<file path="src/hw/rtl/float_sample_to_pixel_packer_macros.svh">
// ----------------------------------------------------------------------------
// float_sample_to_pixel_packer_macros.svh
// assertion macros shared by the packer rtl
// ----------------------------------------------------------------------------
`ifndef FLOAT_SAMPLE_TO_PIXEL_PACKER_MACROS_SVH
`define FLOAT_SAMPLE_TO_PIXEL_PACKER_MACROS_SVH

`ifndef ASSERT_OFF

// same-cycle implication
`define FSP_ASSERT_IMPLIES(lbl, clock, reset, ante, cons) \
  lbl: assert property (@(posedge clock) disable iff (reset) (ante) |-> (cons)) \
    else $error("packer assertion failed");

// next-cycle implication
`define FSP_ASSERT_NEXT(lbl, clock, reset, ante, cons) \
  lbl: assert property (@(posedge clock) disable iff (reset) (ante) |=> (cons)) \
    else $error("packer assertion failed");

`else

`define FSP_ASSERT_IMPLIES(lbl, clock, reset, ante, cons)
`define FSP_ASSERT_NEXT(lbl, clock, reset, ante, cons)

`endif

`endif

</file>
<file path="src/hw/rtl/fsp_pkg.sv">
// ----------------------------------------------------------------------------
// fsp_pkg
// types and constants shared by the sample-to-pixel packer
// ----------------------------------------------------------------------------
package fsp_pkg;

  localparam int SAMPLE_W = 20;
  localparam int COMP_W   = 16;
  localparam int COUNT_W  = 3;
  localparam int FMT_W    = 3;
  localparam int CFG_W    = 3;
  localparam int CFG_IDX_W = 2;

  // register indexes
  localparam logic [CFG_IDX_W-1:0] REG_OUTPUT_FORMAT = 2'd0;
  localparam logic [CFG_IDX_W-1:0] REG_SWAP_RED_BLUE = 2'd1;
  localparam logic [CFG_IDX_W-1:0] REG_ALPHA_PRESENT = 2'd2;

  // format code bits
  localparam int FMT_ALPHA_BIT = 0;
  localparam int FMT_COLOR_BIT = 1;
  localparam int FMT_WIDE_BIT  = 2;
  localparam logic [FMT_W-1:0] FMT_RGB8 = 3'd2;

  localparam logic [COMP_W-1:0] MAX8  = 16'd255;
  localparam logic [COMP_W-1:0] MAX16 = 16'd65535;

  localparam logic [COUNT_W-1:0] COUNT_ONE   = 3'd1;
  localparam logic [COUNT_W-1:0] COUNT_TWO   = 3'd2;
  localparam logic [COUNT_W-1:0] COUNT_THREE = 3'd3;
  localparam logic [COUNT_W-1:0] COUNT_FOUR  = 3'd4;

  // configuration as seen by the pipeline
  typedef struct packed {
    logic [FMT_W-1:0] output_format;
    logic             swap_red_blue;
    logic             alpha_present;
  } cfg_t;

endpackage

</file>
<file path="src/hw/rtl/fsp_quant_lane.sv">
// ----------------------------------------------------------------------------
// fsp_quant_lane
// quantizes one fixed point sample to 8 or 16 bit unorm, registered output
// ----------------------------------------------------------------------------
module fsp_quant_lane import fsp_pkg::*; #(
  parameter int FRACTION_BITS = 16
) (
  input  logic                clk,
  input  logic [SAMPLE_W-1:0] sample,
  input  logic                wide,
  output logic [COMP_W-1:0]   quant
);

  localparam int PROD_W = SAMPLE_W + COMP_W + 1;
  localparam logic [PROD_W-1:0] HALF = PROD_W'(1) << (FRACTION_BITS - 1);

  logic [PROD_W-1:0] mag;
  logic [PROD_W-1:0] prod;
  logic [PROD_W-1:0] rounded;
  logic [PROD_W-1:0] shifted;
  logic [PROD_W-1:0] maxval_ext;
  logic [COMP_W-1:0] maxval;
  logic              non_positive;
  logic [COMP_W-1:0] quant_next;

  // sample times maxval as shift and subtract
  assign mag     = {{(PROD_W-SAMPLE_W){1'b0}}, sample};
  assign prod    = wide ? ((mag << 16) - mag) : ((mag << 8) - mag);
  assign rounded = prod + HALF;
  assign shifted = rounded >> FRACTION_BITS;

  assign maxval       = wide ? MAX16 : MAX8;
  assign maxval_ext   = {{(PROD_W-COMP_W){1'b0}}, maxval};
  assign non_positive = sample[SAMPLE_W-1] || (sample == '0);

  // clamp at zero and at full scale
  always_comb begin
    if (non_positive) begin
      quant_next = '0;
    end else if (shifted >= maxval_ext) begin
      quant_next = maxval;
    end else begin
      quant_next = shifted[COMP_W-1:0];
    end
  end

  always_ff @(posedge clk) begin
    quant <= quant_next;
  end

endmodule

</file>
<file path="src/hw/rtl/fsp_merge.sv">
// ----------------------------------------------------------------------------
// fsp_merge
// places the lane results into component order for the selected format
// ----------------------------------------------------------------------------
`include "float_sample_to_pixel_packer_macros.svh"

module fsp_merge import fsp_pkg::*; (
  input  logic               clk,
  input  logic               rst,
  input  logic               valid,
  input  cfg_t               cfg,
  input  logic [COMP_W-1:0]  red_q,
  input  logic [COMP_W-1:0]  green_q,
  input  logic [COMP_W-1:0]  blue_q,
  input  logic [COMP_W-1:0]  alpha_q,
  output logic               done,
  output logic [COMP_W-1:0]  component_0,
  output logic [COMP_W-1:0]  component_1,
  output logic [COMP_W-1:0]  component_2,
  output logic [COMP_W-1:0]  component_3,
  output logic [COUNT_W-1:0] component_count
);

  logic               wide;
  logic               alpha_fmt;
  logic               color;
  logic [COMP_W-1:0]  alpha_val;
  logic [COMP_W-1:0]  c0_next;
  logic [COMP_W-1:0]  c1_next;
  logic [COMP_W-1:0]  c2_next;
  logic [COMP_W-1:0]  c3_next;
  logic [COUNT_W-1:0] count_next;

  assign wide      = cfg.output_format[FMT_WIDE_BIT];
  assign alpha_fmt = cfg.output_format[FMT_ALPHA_BIT];
  assign color     = cfg.output_format[FMT_COLOR_BIT];
  assign alpha_val = cfg.alpha_present ? alpha_q : (wide ? MAX16 : MAX8);

  // component selection
  always_comb begin
    c0_next = '0;
    c1_next = '0;
    c2_next = '0;
    c3_next = '0;
    if (!color) begin
      c0_next    = red_q;
      c1_next    = alpha_fmt ? alpha_val : '0;
      count_next = alpha_fmt ? COUNT_TWO : COUNT_ONE;
    end else begin
      c0_next    = cfg.swap_red_blue ? blue_q : red_q;
      c1_next    = green_q;
      c2_next    = cfg.swap_red_blue ? red_q : blue_q;
      c3_next    = alpha_fmt ? alpha_val : '0;
      count_next = alpha_fmt ? COUNT_FOUR : COUNT_THREE;
    end
  end

  // result strobe
  always_ff @(posedge clk) begin
    if (rst) begin
      done <= 1'b0;
    end else begin
      done <= valid;
    end
  end

  // result payload
  always_ff @(posedge clk) begin
    component_0     <= c0_next;
    component_1     <= c1_next;
    component_2     <= c2_next;
    component_3     <= c3_next;
    component_count <= count_next;
  end

  // unused components read as zero
  `FSP_ASSERT_IMPLIES(a_unused_third, clk, rst,
    done && (component_count == COUNT_ONE || component_count == COUNT_TWO),
    component_2 == '0 && component_3 == '0)
  `FSP_ASSERT_IMPLIES(a_unused_fourth, clk, rst,
    done && component_count != COUNT_FOUR, component_3 == '0)

endmodule

</file>
<file path="src/hw/rtl/float_sample_to_pixel_packer.sv">
// ----------------------------------------------------------------------------
// float_sample_to_pixel_packer
// quantizes rgba fixed point samples to 8/16 bit unorm and packs them
//
//   channel   handshake          payload
//   request   start, busy        red/green/blue/alpha_sample
//   result    done (strobe)      component_0..3, component_count
//   config    cfg_write          cfg_index, cfg_data
//
// one pixel per clock; results pass the lane registers, then the merge register
// stage 1: four quantize lanes (shift-subtract scale, round, clamp)
// stage 2: merge register orders components for the format
// busy stays low; the receiver cannot stall, so nothing backs up
// synchronous reset clears the strobes and loads register defaults
// ----------------------------------------------------------------------------
`include "float_sample_to_pixel_packer_macros.svh"

module float_sample_to_pixel_packer import fsp_pkg::*; #(
  parameter int FRACTION_BITS = 16
) (
  input  logic                 clk,
  input  logic                 rst,
  input  logic                 start,
  output logic                 busy,
  input  logic [SAMPLE_W-1:0]  red_sample,
  input  logic [SAMPLE_W-1:0]  green_sample,
  input  logic [SAMPLE_W-1:0]  blue_sample,
  input  logic [SAMPLE_W-1:0]  alpha_sample,
  input  logic                 cfg_write,
  input  logic [CFG_IDX_W-1:0] cfg_index,
  input  logic [CFG_W-1:0]     cfg_data,
  output logic                 done,
  output logic [COMP_W-1:0]    component_0,
  output logic [COMP_W-1:0]    component_1,
  output logic [COMP_W-1:0]    component_2,
  output logic [COMP_W-1:0]    component_3,
  output logic [COUNT_W-1:0]   component_count
);

  cfg_t              cfg;
  cfg_t              cfg_s1;
  logic              accept;
  logic              valid_s1;
  logic              wide;
  logic [COMP_W-1:0] red_q;
  logic [COMP_W-1:0] green_q;
  logic [COMP_W-1:0] blue_q;
  logic [COMP_W-1:0] alpha_q;

  assign busy   = 1'b0;
  assign accept = start && !busy;
  assign wide   = cfg.output_format[FMT_WIDE_BIT];

  // configuration registers
  always_ff @(posedge clk) begin
    if (rst) begin
      cfg.output_format <= FMT_RGB8;
      cfg.swap_red_blue <= 1'b0;
      cfg.alpha_present <= 1'b0;
    end else if (cfg_write) begin
      case (cfg_index)
        REG_OUTPUT_FORMAT: cfg.output_format <= cfg_data;
        REG_SWAP_RED_BLUE: cfg.swap_red_blue <= cfg_data[0];
        REG_ALPHA_PRESENT: cfg.alpha_present <= cfg_data[0];
        default: ;
      endcase
    end
  end

  // stage 1 control
  always_ff @(posedge clk) begin
    if (rst) begin
      valid_s1 <= 1'b0;
    end else begin
      valid_s1 <= accept;
    end
  end

  always_ff @(posedge clk) begin
    cfg_s1 <= cfg;
  end

  // quantize lanes
  fsp_quant_lane #(.FRACTION_BITS(FRACTION_BITS)) u_lane_red (
    .clk(clk), .sample(red_sample), .wide(wide), .quant(red_q)
  );
  fsp_quant_lane #(.FRACTION_BITS(FRACTION_BITS)) u_lane_green (
    .clk(clk), .sample(green_sample), .wide(wide), .quant(green_q)
  );
  fsp_quant_lane #(.FRACTION_BITS(FRACTION_BITS)) u_lane_blue (
    .clk(clk), .sample(blue_sample), .wide(wide), .quant(blue_q)
  );
  fsp_quant_lane #(.FRACTION_BITS(FRACTION_BITS)) u_lane_alpha (
    .clk(clk), .sample(alpha_sample), .wide(wide), .quant(alpha_q)
  );

  // component ordering
  fsp_merge u_merge (
    .clk(clk),
    .rst(rst),
    .valid(valid_s1),
    .cfg(cfg_s1),
    .red_q(red_q),
    .green_q(green_q),
    .blue_q(blue_q),
    .alpha_q(alpha_q),
    .done(done),
    .component_0(component_0),
    .component_1(component_1),
    .component_2(component_2),
    .component_3(component_3),
    .component_count(component_count)
  );

  // every request gives one result, through valid_s1 and then done
  `FSP_ASSERT_NEXT(a_accept_stage, clk, rst, accept, valid_s1)
  `FSP_ASSERT_NEXT(a_stage_done, clk, rst, valid_s1, done)
  `FSP_ASSERT_IMPLIES(a_done_source, clk, rst, done, $past(valid_s1))
  `FSP_ASSERT_IMPLIES(a_narrow_range, clk, rst,
    done && !$past(cfg_s1.output_format[FMT_WIDE_BIT]),
    component_0[COMP_W-1:8] == '0 && component_1[COMP_W-1:8] == '0)

endmodule

</file>
<file path="config.mk">
export PLATFORM = sky130hd
export DESIGN_NAME = float_sample_to_pixel_packer
export DESIGN_NICKNAME = d
export VERILOG_FILES = /design/src/hw/rtl/fsp_pkg.sv /design/src/hw/rtl/fsp_quant_lane.sv /design/src/hw/rtl/fsp_merge.sv /design/src/hw/rtl/float_sample_to_pixel_packer.sv
export VERILOG_INCLUDE_DIRS = /design/src /design/src/hw/rtl
export SDC_FILE = /design/constraint.sdc
export NUM_CORES = 1
export LEC_CHECK = 0
export BUFFER_PORTS_ARGS = -buffer_cell sky130_fd_sc_hd__clkbuf_2
export CORE_MARGIN = 3
export CORE_UTILIZATION = 40
export DETAILED_ROUTE_END_ITERATION = 6
export GPL_TIMING_DRIVEN = 1
export PLACE_DENSITY = 0.6
export SYNTH_ARGS = -nofsm -noshare
export SYNTH_HDL_FRONTEND = slang
export SYNTH_SLANG_ARGS = --single-unit
</file>
<file path="constraint.sdc">
create_clock -name clk -period 8.9 [get_ports clk]
set_clock_uncertainty 0.15 [all_clocks]
set_input_delay 0.89 -clock clk [delete_from_list [all_inputs] [get_ports clk]]
set_output_delay 0.89 -clock clk [all_outputs]
set_load 0.03 [all_outputs]
</file>
## Word level (Yosys, flattened, before mapping)

Cells that the tools add are included.

| operators by class | value |
|---|---|
| reduce and logical (&&, ||, !) cells | 12 |
| muxes and demuxes | 19 |
| $add $sub $neg | 12 |
| order comparisons | 4 |
| eq/ne operators | 2 |

Operators with widths:

| kind | count |
|---|---|
| $mux W16 | 12 |
| $add A37 B16 Y37 const B | 4 |
| $mux W37 | 4 |
| $sub A36 B20 Y37 | 4 |
| $sub A28 B20 Y29 | 4 |
| $ge A21 B16 Y1 | 4 |
| $logic_not A20 Y1 | 4 |
| $mux W3 | 2 |
| $reduce_and A2 Y1 | 3 |
| $logic_or A1 B1 Y1 | 4 |
| $eq A2 B1 Y1 const B | 1 |
| $eq A2 B2 Y1 const B | 1 |
| $logic_not A2 Y1 | 1 |
| $mux W2 | 1 |

| storage, ports and cells | value |
|---|---|
| word-level logic and storage cells | 66 |
| register bits | 143 |
| output and inout bits | 69 |

## Longest topological paths before layout

Gate-level depths: netlist of run 1.

| logic depth | value |
|---|---|
| depth in word-level cells | 5 |
| mapped depth | 32 |

## Cells and area by module

From an unflattened synthesis of run 1, not the netlist that was laid out.

| unflattened totals | value |
|---|---|
| cell total of the unflattened synthesis | 1874 |
| area total of the unflattened synthesis | 14604.0 um^2 |

By module, submodules not included:

| module | cells each | area an instance (um^2) | instances |
|---|---|---|---|
| fsp_quant_lane (u_lane_alpha ...) | 415 | 2967.8 | 3 |
| fsp_quant_lane (u_lane_red) | 401 | 3017.9 | 1 |
| fsp_merge | 198 | 2316.0 | 1 |
| float_sample_to_pixel_packer | 30 | 366.6 | 1 |

## Worst setup path after synthesis of run 1

OpenSTA, ideal clock, no wires.

| timing | value |
|---|---|
| kind | register to register |
| start point | register cfg[4] (netlist name) |
| end point | register u_lane_red.quant[10] |
| arrival time | 6.804 ns |
| stages on the path, launching flop included | 30 |
| setup slack | 1.830 ns |
| buffers on the path | 9 |
| required time | 8.635 ns |
| path through | dfxtp_1 -> clkbuf_1 -> clkinv_1 -> clkbuf_1 -> clkbuf_1 -> clkbuf_1 -> clkbuf_1 -> buf_1 -> buf_1 -> a31o_2 -> ha_1 -> o311a_1 -> and4_1 -> clkbuf_1 -> nand2_1 -> xnor2_1 -> ha_1 -> a21o_1 -> a21o_1 -> a21o_1 -> a21oi_1 -> nor2b_1 -> o21ai_0 -> nand2b_1 -> a221oi_1 -> o311ai_0 -> a41o_1 -> a211o_1 -> clkbuf_1 -> o21ba_2 |

| between the ends | value |
|---|---|
| word-level cells in the longest chain between the ends | 4 |
| elaborated cells on any way between the ends | 5 |
| classes of those cells | add/sub: 1; order compare: 1; mux: 3 |

RTL lines:

| what | RTL line | source |
|---|---|---|
| from (decl) | float_sample_to_pixel_packer.sv:40 | `cfg_t cfg;` |
| $mux W37 | fsp_quant_lane.sv:28 | `assign prod = wide ? ((mag << 16) - mag) : ((mag << 8) - mag);` |
| $add A37 B16 Y37 | fsp_quant_lane.sv:29 | `assign rounded = prod + HALF;` |
| $ge A21 B16 Y1 | fsp_quant_lane.sv:40 | `end else if (shifted >= maxval_ext) begin` |
| $mux W16 * | fsp_quant_lane.sv:40 |  |
| to (signal assigned) | fsp_quant_lane.sv:48 | `quant <= quant_next;` |
| to (decl) | fsp_quant_lane.sv:11 | `output logic [COMP_W-1:0] quant` |

Every way passes the cells marked *; elsewhere a longest branch is shown, timed or not.
A chain may end at the register's enable or synchronous reset.

## Worst setup path in the final report of run 1

| timing | value |
|---|---|
| start point | input blue_sample[15] |
| end point | register u_lane_blue.quant[8] |

| between the ends | value |
|---|---|
| word-level cells in the longest chain between the ends | 5 |
| elaborated cells on any way between the ends | 8 |
| classes of those cells | add/sub: 3; order compare: 1; mux: 2; reduce/logical: 2 |

RTL lines:

| what | RTL line | source |
|---|---|---|
| from (decl) | float_sample_to_pixel_packer.sv:27 | `input logic [SAMPLE_W-1:0] blue_sample,` |
| $sub A36 B20 Y37 / $sub A28 B20 Y29 (equally long branches) | fsp_quant_lane.sv:28 |  |
| $mux W37 | fsp_quant_lane.sv:28 |  |
| $add A37 B16 Y37 | fsp_quant_lane.sv:29 |  |
| $ge A21 B16 Y1 | fsp_quant_lane.sv:40 |  |
| $mux W16 | fsp_quant_lane.sv:40 |  |
| to (signal assigned) | fsp_quant_lane.sv:48 |  |
| to (decl) | fsp_quant_lane.sv:11 |  |

Parallel ways exist; a longest one is shown, timed or not.

==> metrics.md, run 1 <==
| Metric | Value |
|---|---|
| Crit path buffers/inverters | 2 |
| Syn nets | slightly above 2000 |
| Internal | between 1000 and 1500 uW |
| Setup TNS after final layout | 0 ps |
| Critical Path RT | 9050 ps |
| Tightest Pin Transition | around 1200 ps |
| Largest net degree at the start of global routing | 172 |
| Total clock sinks | 143 |
| CP max stage cell | a2111oi_0 |
| Worst vdd ir | about 0.12 mV |
| Layout area overhead | 12.3% |
| Worst hold path depth | 0 |
| Most common cell after layout, fill and taps aside | nand2_1 |
| Worst Setup End Kind | flip-flop |
| Post-synth ARST share | 0% |
| Arrival time worst endpoint | between 7000 and 8000 ps |
| Sw frac | 37.2% |
| Worst rel slew slack | approximately a fifth |
| Post-Syn Area per Cell | ~7.6 um^2 |
| EDFF count, synth | 0 |
| Placed Area | ~15000 um^2 |
| RSZ-0062 raised after global routing | false |
| Largest family of logic cells by synthesized area | compound AO/OA/AOI/OAI gates |
| Input/output buffers | around 160 |
| Synth Area in Compound Gates | about 28% |
| Combinational Power Share | a little under two fifths |
| Antenna violations before repair | 4 |
| Gr usage total | 25.0% |
| DRT iter0 DRCs | approximately 1400 |
| Core ar. | 33800 um^2 |
| Register area share after synthesis | roughly a fifth |
| Routed len/inst | around 20 um |
| Clk pwr share | ~30% |
| Pre-antenna DRT Iters | 6 |
| Status | finished clean |
| Routed Wire Length | between 40 and 50 mm |
| Static Leak | 0.00636 uW |
| Post-CTS Hold Buffers | 0 |
| Net count, final | 2123 |
| Post-CTS Resized | 0 |
| CTS Buffer Depth | 2 |
| HP Class | reg2reg |
| Period utilization | between 80 and 90% |
| Hpwl dp | between 30 and 40 mm |
| Ports | roughly 160 |
| Fin area | around 16000 um^2 |
| Most frequent cells in the layout | 168 x nand2_1, 156 x clkbuf_2, 142 x dfxtp_1, 137 x a21oi_1, 132 x nor2_1 |
| Vias in the first global route | between 10000 and 15000 |
| First-pass GRT wire length | 74.4 mm |
| Gr ovfl total | 0 |
| CP Class | in2reg |
| P per Cell Area | ~150 nW/um^2 |
| Die area | ~37000 um^2 |
| Post-synthesis xor/xnor area fraction | 6.34% |
| CP delay by family, top | simple AND/OR/NAND/NOR gates |
| Synth Flop Type | dfxtp_1 |
| Layout cell share with drive strength beyond 1 | 14.9% |
| FF+latch count, synth | between 100 and 150 |
| Multiplexer area fraction after synthesis | 4.65% |
| Post-route antenna net violation count | 0 |
| Clock buffer count from CTS | 17 |
| Die Y | 192 um |
| Placement Setup Slack | approximately 1200 ps |
| Final Hold Viols | 0 |
| Fmax | approximately 130 MHz |
| Die width | between 150 and 200 um |
| Initial Utilization | between 40% and 50% |
| DR vias | between 10000 and 15000 |
| Synthesized area | ~14000 um^2 |
| Hold slack final | 202 ps |
| Netlist cell types | slightly above 90 |
| Clock transition at the registers of the reported paths | around 60 ps |
| Crit path largest cell delay | around 800 ps |
| FP Rows | 67 |
| Gpl congestion | 0.996 |
| Max-cap violations | 0 |
| Setup Fix Bufs, Post-CTS | 0 |
| Adder-cell share of the synthesized area | 9.06% |
| Cell count after synthesis | 1828 |
| Slew Viols, Final | 0 |
| Fillers | around 3400 |
| Worst path depth | 25 |
| Minimum clock period | ~7600 ps |
| Vias/cell | slightly above 6 |
| Worst Path Max Fanout | 12 |
| Root buffer cell | clkbuf_16 |
| Seq pwr share | 33.0% |
| Final worst slack | ~1300 ps |
| Worst skew pair latency | between 400 and 500 ps |
| R2R cell count | 19 |
| P_sw | approximately 850 uW |
| CTS tree | yes |
| Setup violations, final | 0 |
| # H-tree levels | 4 |
| Finished Core Util | around 46% |
| Simple-Gate Fraction of Synth Area | about a quarter |
| # DRC | 0 |
| Synthesis Warnings | 0 |
| CP startpoint kind | input port |
area by class of cell:
type / instances / area (um^2) / share of cell area [%]
diodes: 1 / 2.50 / 0.0161
clock buffers: 18 / 429 / 2.77
clock inverters: 13 / 141 / 0.912
inverters: 78 / 294 / 1.90
multi-input cells: 1525 / 10300 / 66.6
flip-flops and latches: 143 / 2870 / 18.5
well taps: 448 / 561 / 3.61
repair buffers: 169 / 891 / 5.75
worst reg2reg max path, stage by stage (launching register included):
cell      delay, ps
dfxtp_4         360
buf_12          190
or4b_2         1080
a211oi_1        350
nor2_1          140
nor4_1          690
and2_1          390
nor2_1           70
a31o_2          240
a211oi_1        360
nor2_1          100
ha_1            310
nand3_1          70
nor2_1          100
nand3_1          80
or4_1           410
o31ai_1         180
or3_1           340
nand3_1         270
o21ai_0         250
final timing paths:
check                                startpoint                   end  slack [ps]
worst max-delay path            blue_sample[15]  u_lane_blue.quant[8]        1260
worst min-delay path                     cfg[2]             cfg_s1[2]         200
worst max register to register           cfg[4]  u_lane_blue.quant[8]        2660
worst min register to register           cfg[2]             cfg_s1[2]         200
through the flow:
step                      cells  power (uW)
after detailed placement   2363        1590
after floorplan            1828        1340
after CTS                  2394        2270
final                      2395        2270
after global routing       2395        2390
after global placement     2363        1580
synth_stat cells (12+ instances only):
library cell / count / share of area [%]
a211o_1: 13 / 0.82
a211oi_1: 18 / 0.98
a21o_1: 34 / 1.8
a21oi_1: 137 / 5.0
a31o_2: 17 / 1.1
a31oi_1: 31 / 1.4
and2_1: 17 / 0.77
and3_1: 19 / 0.86
and4_1: 15 / 0.95
clkbuf_1: 69 / 1.9
dfxtp_1: 143 / 21
ha_1: 100 / 9.1
inv_1: 76 / 2.1
mux2_2: 25 / 2.0
mux2i_1: 36 / 2.6
nand2_1: 168 / 4.6
nand2b_1: 23 / 1.0
nand3_1: 60 / 2.2
nand3b_1: 12 / 0.65
nand4_1: 41 / 1.9
nor2_1: 132 / 3.6
nor2b_1: 40 / 1.8
nor3_1: 57 / 2.1
nor4_1: 33 / 1.5
o211ai_1: 26 / 1.4
o21a_1: 24 / 1.3
o21ai_0: 98 / 3.6
o31ai_1: 20 / 1.1
or3_1: 23 / 1.0
or4_1: 15 / 0.82
xnor2_1: 71 / 4.5
xor2_1: 29 / 1.8
cells by family (layout without fill, tap and decap cells):
group	count (synthesis)	count (layout)
adders and majority gates	100	100
buffers and inverters	160	278
other	1	2
AOI/OAI and AO/OA	563	563
DFF	143	143
xor gates and xnor gates	100	100
muxes	61	61
and+or+nand+nor	700	700
flip-flops by register name, indices dropped and copies added (netlist names):
signal	cells
u_lane_alpha.quant	16
u_lane_blue.quant	16
u_lane_green.quant	16
u_lane_red.quant	16
u_merge.component_0	16
u_merge.component_1	16
u_merge.component_2	16
u_merge.component_3	16
cfg	5
cfg_s1	5
u_merge.component_count	3
u_merge.done	1
valid_s1	1
power by group through the flow:
stage | clock, uW | sequential [uW] | combinational, uW
floorplan | 0 | 817 | 523
global placement | 0 | 761 | 822
detailed placement | 0 | 762 | 825
CTS | 688 | 749 | 831
global route | 713 | 754 | 922
finish | 676 | 748 | 846
per-layer routing:
metal  part of all wire [%]  up-vias  routed length, um  global-route usage [%]
met5                  0.027        -                 13                       0
met4                    1.4        2                667                    5.19
met3                    7.9       61               3740                    3.67
met2                     42      683              19900                    37.5
met1                     49     6912              23000                    37.7
li1                       -     7096                  -                       -
Note: power is estimated with default switching activity, not from simulation.
==> run 2, diff against run 1 <==
--- a/config.mk
+++ b/config.mk
@@ -8,10 +8,10 @@
 export LEC_CHECK = 0
 export BUFFER_PORTS_ARGS = -buffer_cell sky130_fd_sc_hd__clkbuf_2
 export CORE_MARGIN = 3
-export CORE_UTILIZATION = 40
+export CORE_UTILIZATION = 45
 export DETAILED_ROUTE_END_ITERATION = 6
-export GPL_TIMING_DRIVEN = 1
-export PLACE_DENSITY = 0.6
+export GPL_TIMING_DRIVEN = 0
+export PLACE_DENSITY = 0.66
 export SYNTH_ARGS = -nofsm -noshare
 export SYNTH_HDL_FRONTEND = slang
 export SYNTH_SLANG_ARGS = --single-unit
==> run 2 against run 1 <==
Effect of this change: maximum frequency fell by 9.5%; worst setup slack got worse by 810 ps; cell area increased by 0.80%.
==> metrics.md, run 2 (synthesized netlist as in run 1, its figures left out) <==
| Metric | Value |
|---|---|
| Status | finished clean (unchanged) |
| Fin area | 15600 um^2 (was 15500 um^2) |
| Seq pwr share | 32.3% (was 33.0%) |
| R2R cell count | 27 (was 19) |
| Clk pwr share | 30.5% (was 29.8%) |
| Setup violations, final | 0 (unchanged) |
| Critical R2R Capture | u_lane_red.quant[4] (was u_lane_blue.quant[8]) |
| Arrival time worst endpoint | 8550 ps (was 7800 ps) |
| Largest net degree at the start of global routing | 42 (was 172) |
| Gr ovfl total | 0 (unchanged) |
| Max-cap violations | 0 (unchanged) |
| Ports | 158 (unchanged) |
| Post-CTS Hold Buffers | 0 (unchanged) |
| Setup Fix Bufs, Post-CTS | 0 (unchanged) |
| Gpl congestion | 1.01 (was 0.996) |
| CP startpoint kind | flip-flop (was input port) |
| Combinational Power Share | 37.2% (was 37.3%) |
| Sw frac | 36.4% (was 37.2%) |
| Worst vdd ir | 0.139 mV (was 0.122 mV) |
| DR WL met3 | 4.48 mm (was 3.74 mm) |
| Internal | 1460 uW (was 1420 uW) |
| HP Class | reg2reg (unchanged) |
| Worst hold path depth | 0 (unchanged) |
| CTS Buffer Depth | 2 (unchanged) |
| Diodes inserted | 0 (was 1) |
| Clock transition at the registers of the reported paths | 60 ps (about the same) |
| Placed Area | 15000 um^2 (was 14900 um^2) |
| Antenna violations before repair | 0 (was 4) |
| # H-tree levels | 4 (unchanged) |
| Hold Crit Start | cfg[2] (unchanged) |
| Period utilization | 94.9% (was 85.9%) |
| Core ar. | 30000 um^2 (was 33800 um^2) |
| Fillers | 2989 (was 3442) |
| DRT iter0 DRCs | 1749 (was 1392) |
| Pre-antenna DRT Iters | 5 (was 6) |
| Final Hold Viols | 0 (unchanged) |
| CP Class | reg2reg (was in2reg) |
| P per Cell Area | 147 nW/um^2 (was 146 nW/um^2) |
| Die area | 32800 um^2 (was 36800 um^2) |
| CTS tree | yes (unchanged) |
| Reg-to-Reg Start | cfg[4] (unchanged) |
| Minimum clock period | 8450 ps (was 7640 ps) |
| RSZ-0062 raised after global routing | false (unchanged) |
| Most frequent cells in the layout | 168 x nand2_1, 152 x clkbuf_2, 143 x dfxtp_1, 137 x a21oi_1, 132 x nor2_1 (was 168 x nand2_1, 156 x clkbuf_2, 142 x dfxtp_1, 137 x a21oi_1, 132 x nor2_1) |
| CP dominant cell by count | clkbuf_1 |
| Root buffer cell | clkbuf_16 (unchanged) |
| Layout cell share with drive strength beyond 1 | 13.9% (was 14.9%) |
| Net count, final | 2181 (was 2123) |
| Slew Viols, Final | 0 (unchanged) |
| Die Y | 181 um (was 192 um) |
| Fmax | 118 MHz (was 131 MHz) |
| Layout area overhead | 13.2% (was 12.3%) |
| Worst Setup End Kind | flip-flop (unchanged) |
| Vias/cell | 6.32 (was 6.16) |
| Hpwl dp | 40.0 mm (was 37.8 mm) |
| Crit path largest cell delay | 680 ps (was 790 ps) |
| Initial Utilization | 46.1% (was 40.9%) |
| FP Rows | 63 (was 67) |
| Static Leak | 0.00641 uW (was 0.00636 uW) |
| Worst Hold Path EP | cfg_s1[2] (unchanged) |
| Worst rel slew slack | 5.04% (was 21.3%) |
| DR vias | 15100 (was 14800) |
| Critical Path RT | 9000 ps (was 9050 ps) |
| Clock buffer count from CTS | 17 (unchanged) |
| M1 WL | 23.3 mm (was 23.0 mm) |
| Worst Path Max Fanout | 41 (was 12) |
| Hold slack final | 203 ps (was 202 ps) |
| Vias in the first global route | 13800 (was 13600) |
| Tightest Pin Transition | 1410 ps (was 1170 ps) |
| Worst skew pair latency | 410 ps (was 420 ps) |
| Post-route antenna net violation count | 0 (unchanged) |
| P_sw | 838 uW (was 845 uW) |
| Input/output buffers | 148 (was 156) |
| Total clock sinks | 143 (unchanged) |
| # DRC | 0 (unchanged) |
| Gr usage total | 28.8% (was 25.0%) |
| Routed Wire Length | 49.6 mm (was 47.3 mm) |
| CP max stage cell | clkbuf_1 (was a2111oi_0) |
| Max layer used | met4 (was met5) |
| First-pass GRT wire length | 77.2 mm (was 74.4 mm) |
| Routed len/inst | 20.7 um (was 19.8 um) |
| Met2 Wirelength | 20.2 mm (was 19.9 mm) |
| R2R Setup Slk | 450 ps (was 2660 ps) |
| Most common cell after layout, fill and taps aside | nand2_1 (unchanged) |
| Die width | 181 um (was 192 um) |
==> run 2: cell types whose count changed in the layout (fill, tap and decap cells not counted), sizes merged <==
cell           before  now
diode               1    0
buf                13   11
clkbuf            174  236
bufinv              2    3
clkinv              9    6
clkdlybuf4s15       0    1
clkinvlp            3    2
==> run 2: worst max path at each step <==
stage	startpoint	end	slack, ps	depth (start not counted)
CTS	cfg[4]	u_lane_red.quant[4]	120	28
finish	cfg[4]	u_lane_red.quant[4]	450	27
global placement	cfg[4]	u_lane_alpha.quant[7]	-1450	30
detailed placement	cfg[4]	u_lane_alpha.quant[7]	-1530	30
global route	cfg[4]	u_lane_blue.quant[15]	30	24
floorplan	cfg[4]	u_lane_red.quant[10]	1830	29
==> run 2: cell type report <==
class	count	area (um^2)	share of cell area (%)
plain buffers	79	337	2.15
clock inverters	10	138	0.881
repair buffers	148	741	4.74
multi-input cells	1525	10300	66.0
clock buffers	21	450	2.88
well taps	390	488	3.12
flip-flops and latches	143	2860	18.3
inverters	78	293	1.87
==> run 2: routing by layer <==
layer  vias up  GRT usage [%]
met2       784           41.9
li1       7213              -
met4         0           9.75
met1      7020           42.4
met5         -              0
met3       108           5.40
==> run 2: power groups by stage <==
| stage | registers, uW | clock network [uW] | logic (uW) |
|---|---|---|---|
| after floorplan | 817 | 0 | 523 |
| after global placement | 756 | 0 | 823 |
| after detailed placement | 757 | 0 | 832 |
| after CTS | 744 | 710 | 837 |
| after global routing | 751 | 742 | 929 |
| final | 744 | 702 | 856 |
==> run 2: worst max-delay path, delay by kind of cell (launching register included) <==
| kind | cells | cell delay [ps] |
|---|---|---|
| buffers and inverters | 8 | 3820 |
| adders and majority gates | 2 | 480 |
| and+or+nand+nor | 4 | 430 |
| DFF | 1 | 360 |
| AOI/OAI and AO/OA | 12 | 2740 |
| xor gates and xnor gates | 1 | 230 |
==> run 2: per-stage QoR <==
step	setup TNS, ps	instances	power (uW)	setup slack, ps	utilization, %
global placement	-52770	2366	1580	-1450	50.2
finish	0	2394	2300	452	52.2
detailed placement	-37630	2366	1590	-1530	50.2
floorplan	0	1828	1340	1830	-
CTS	0	2395	2290	125	52.2
global route	0	2394	2420	27.5	52.2
==> run 2: what timing repair did <==
action / in CTS / in global routing
setup endpoints to repair: 64 / 32
cloned: 0 / 0
resized for setup: 7 / 5
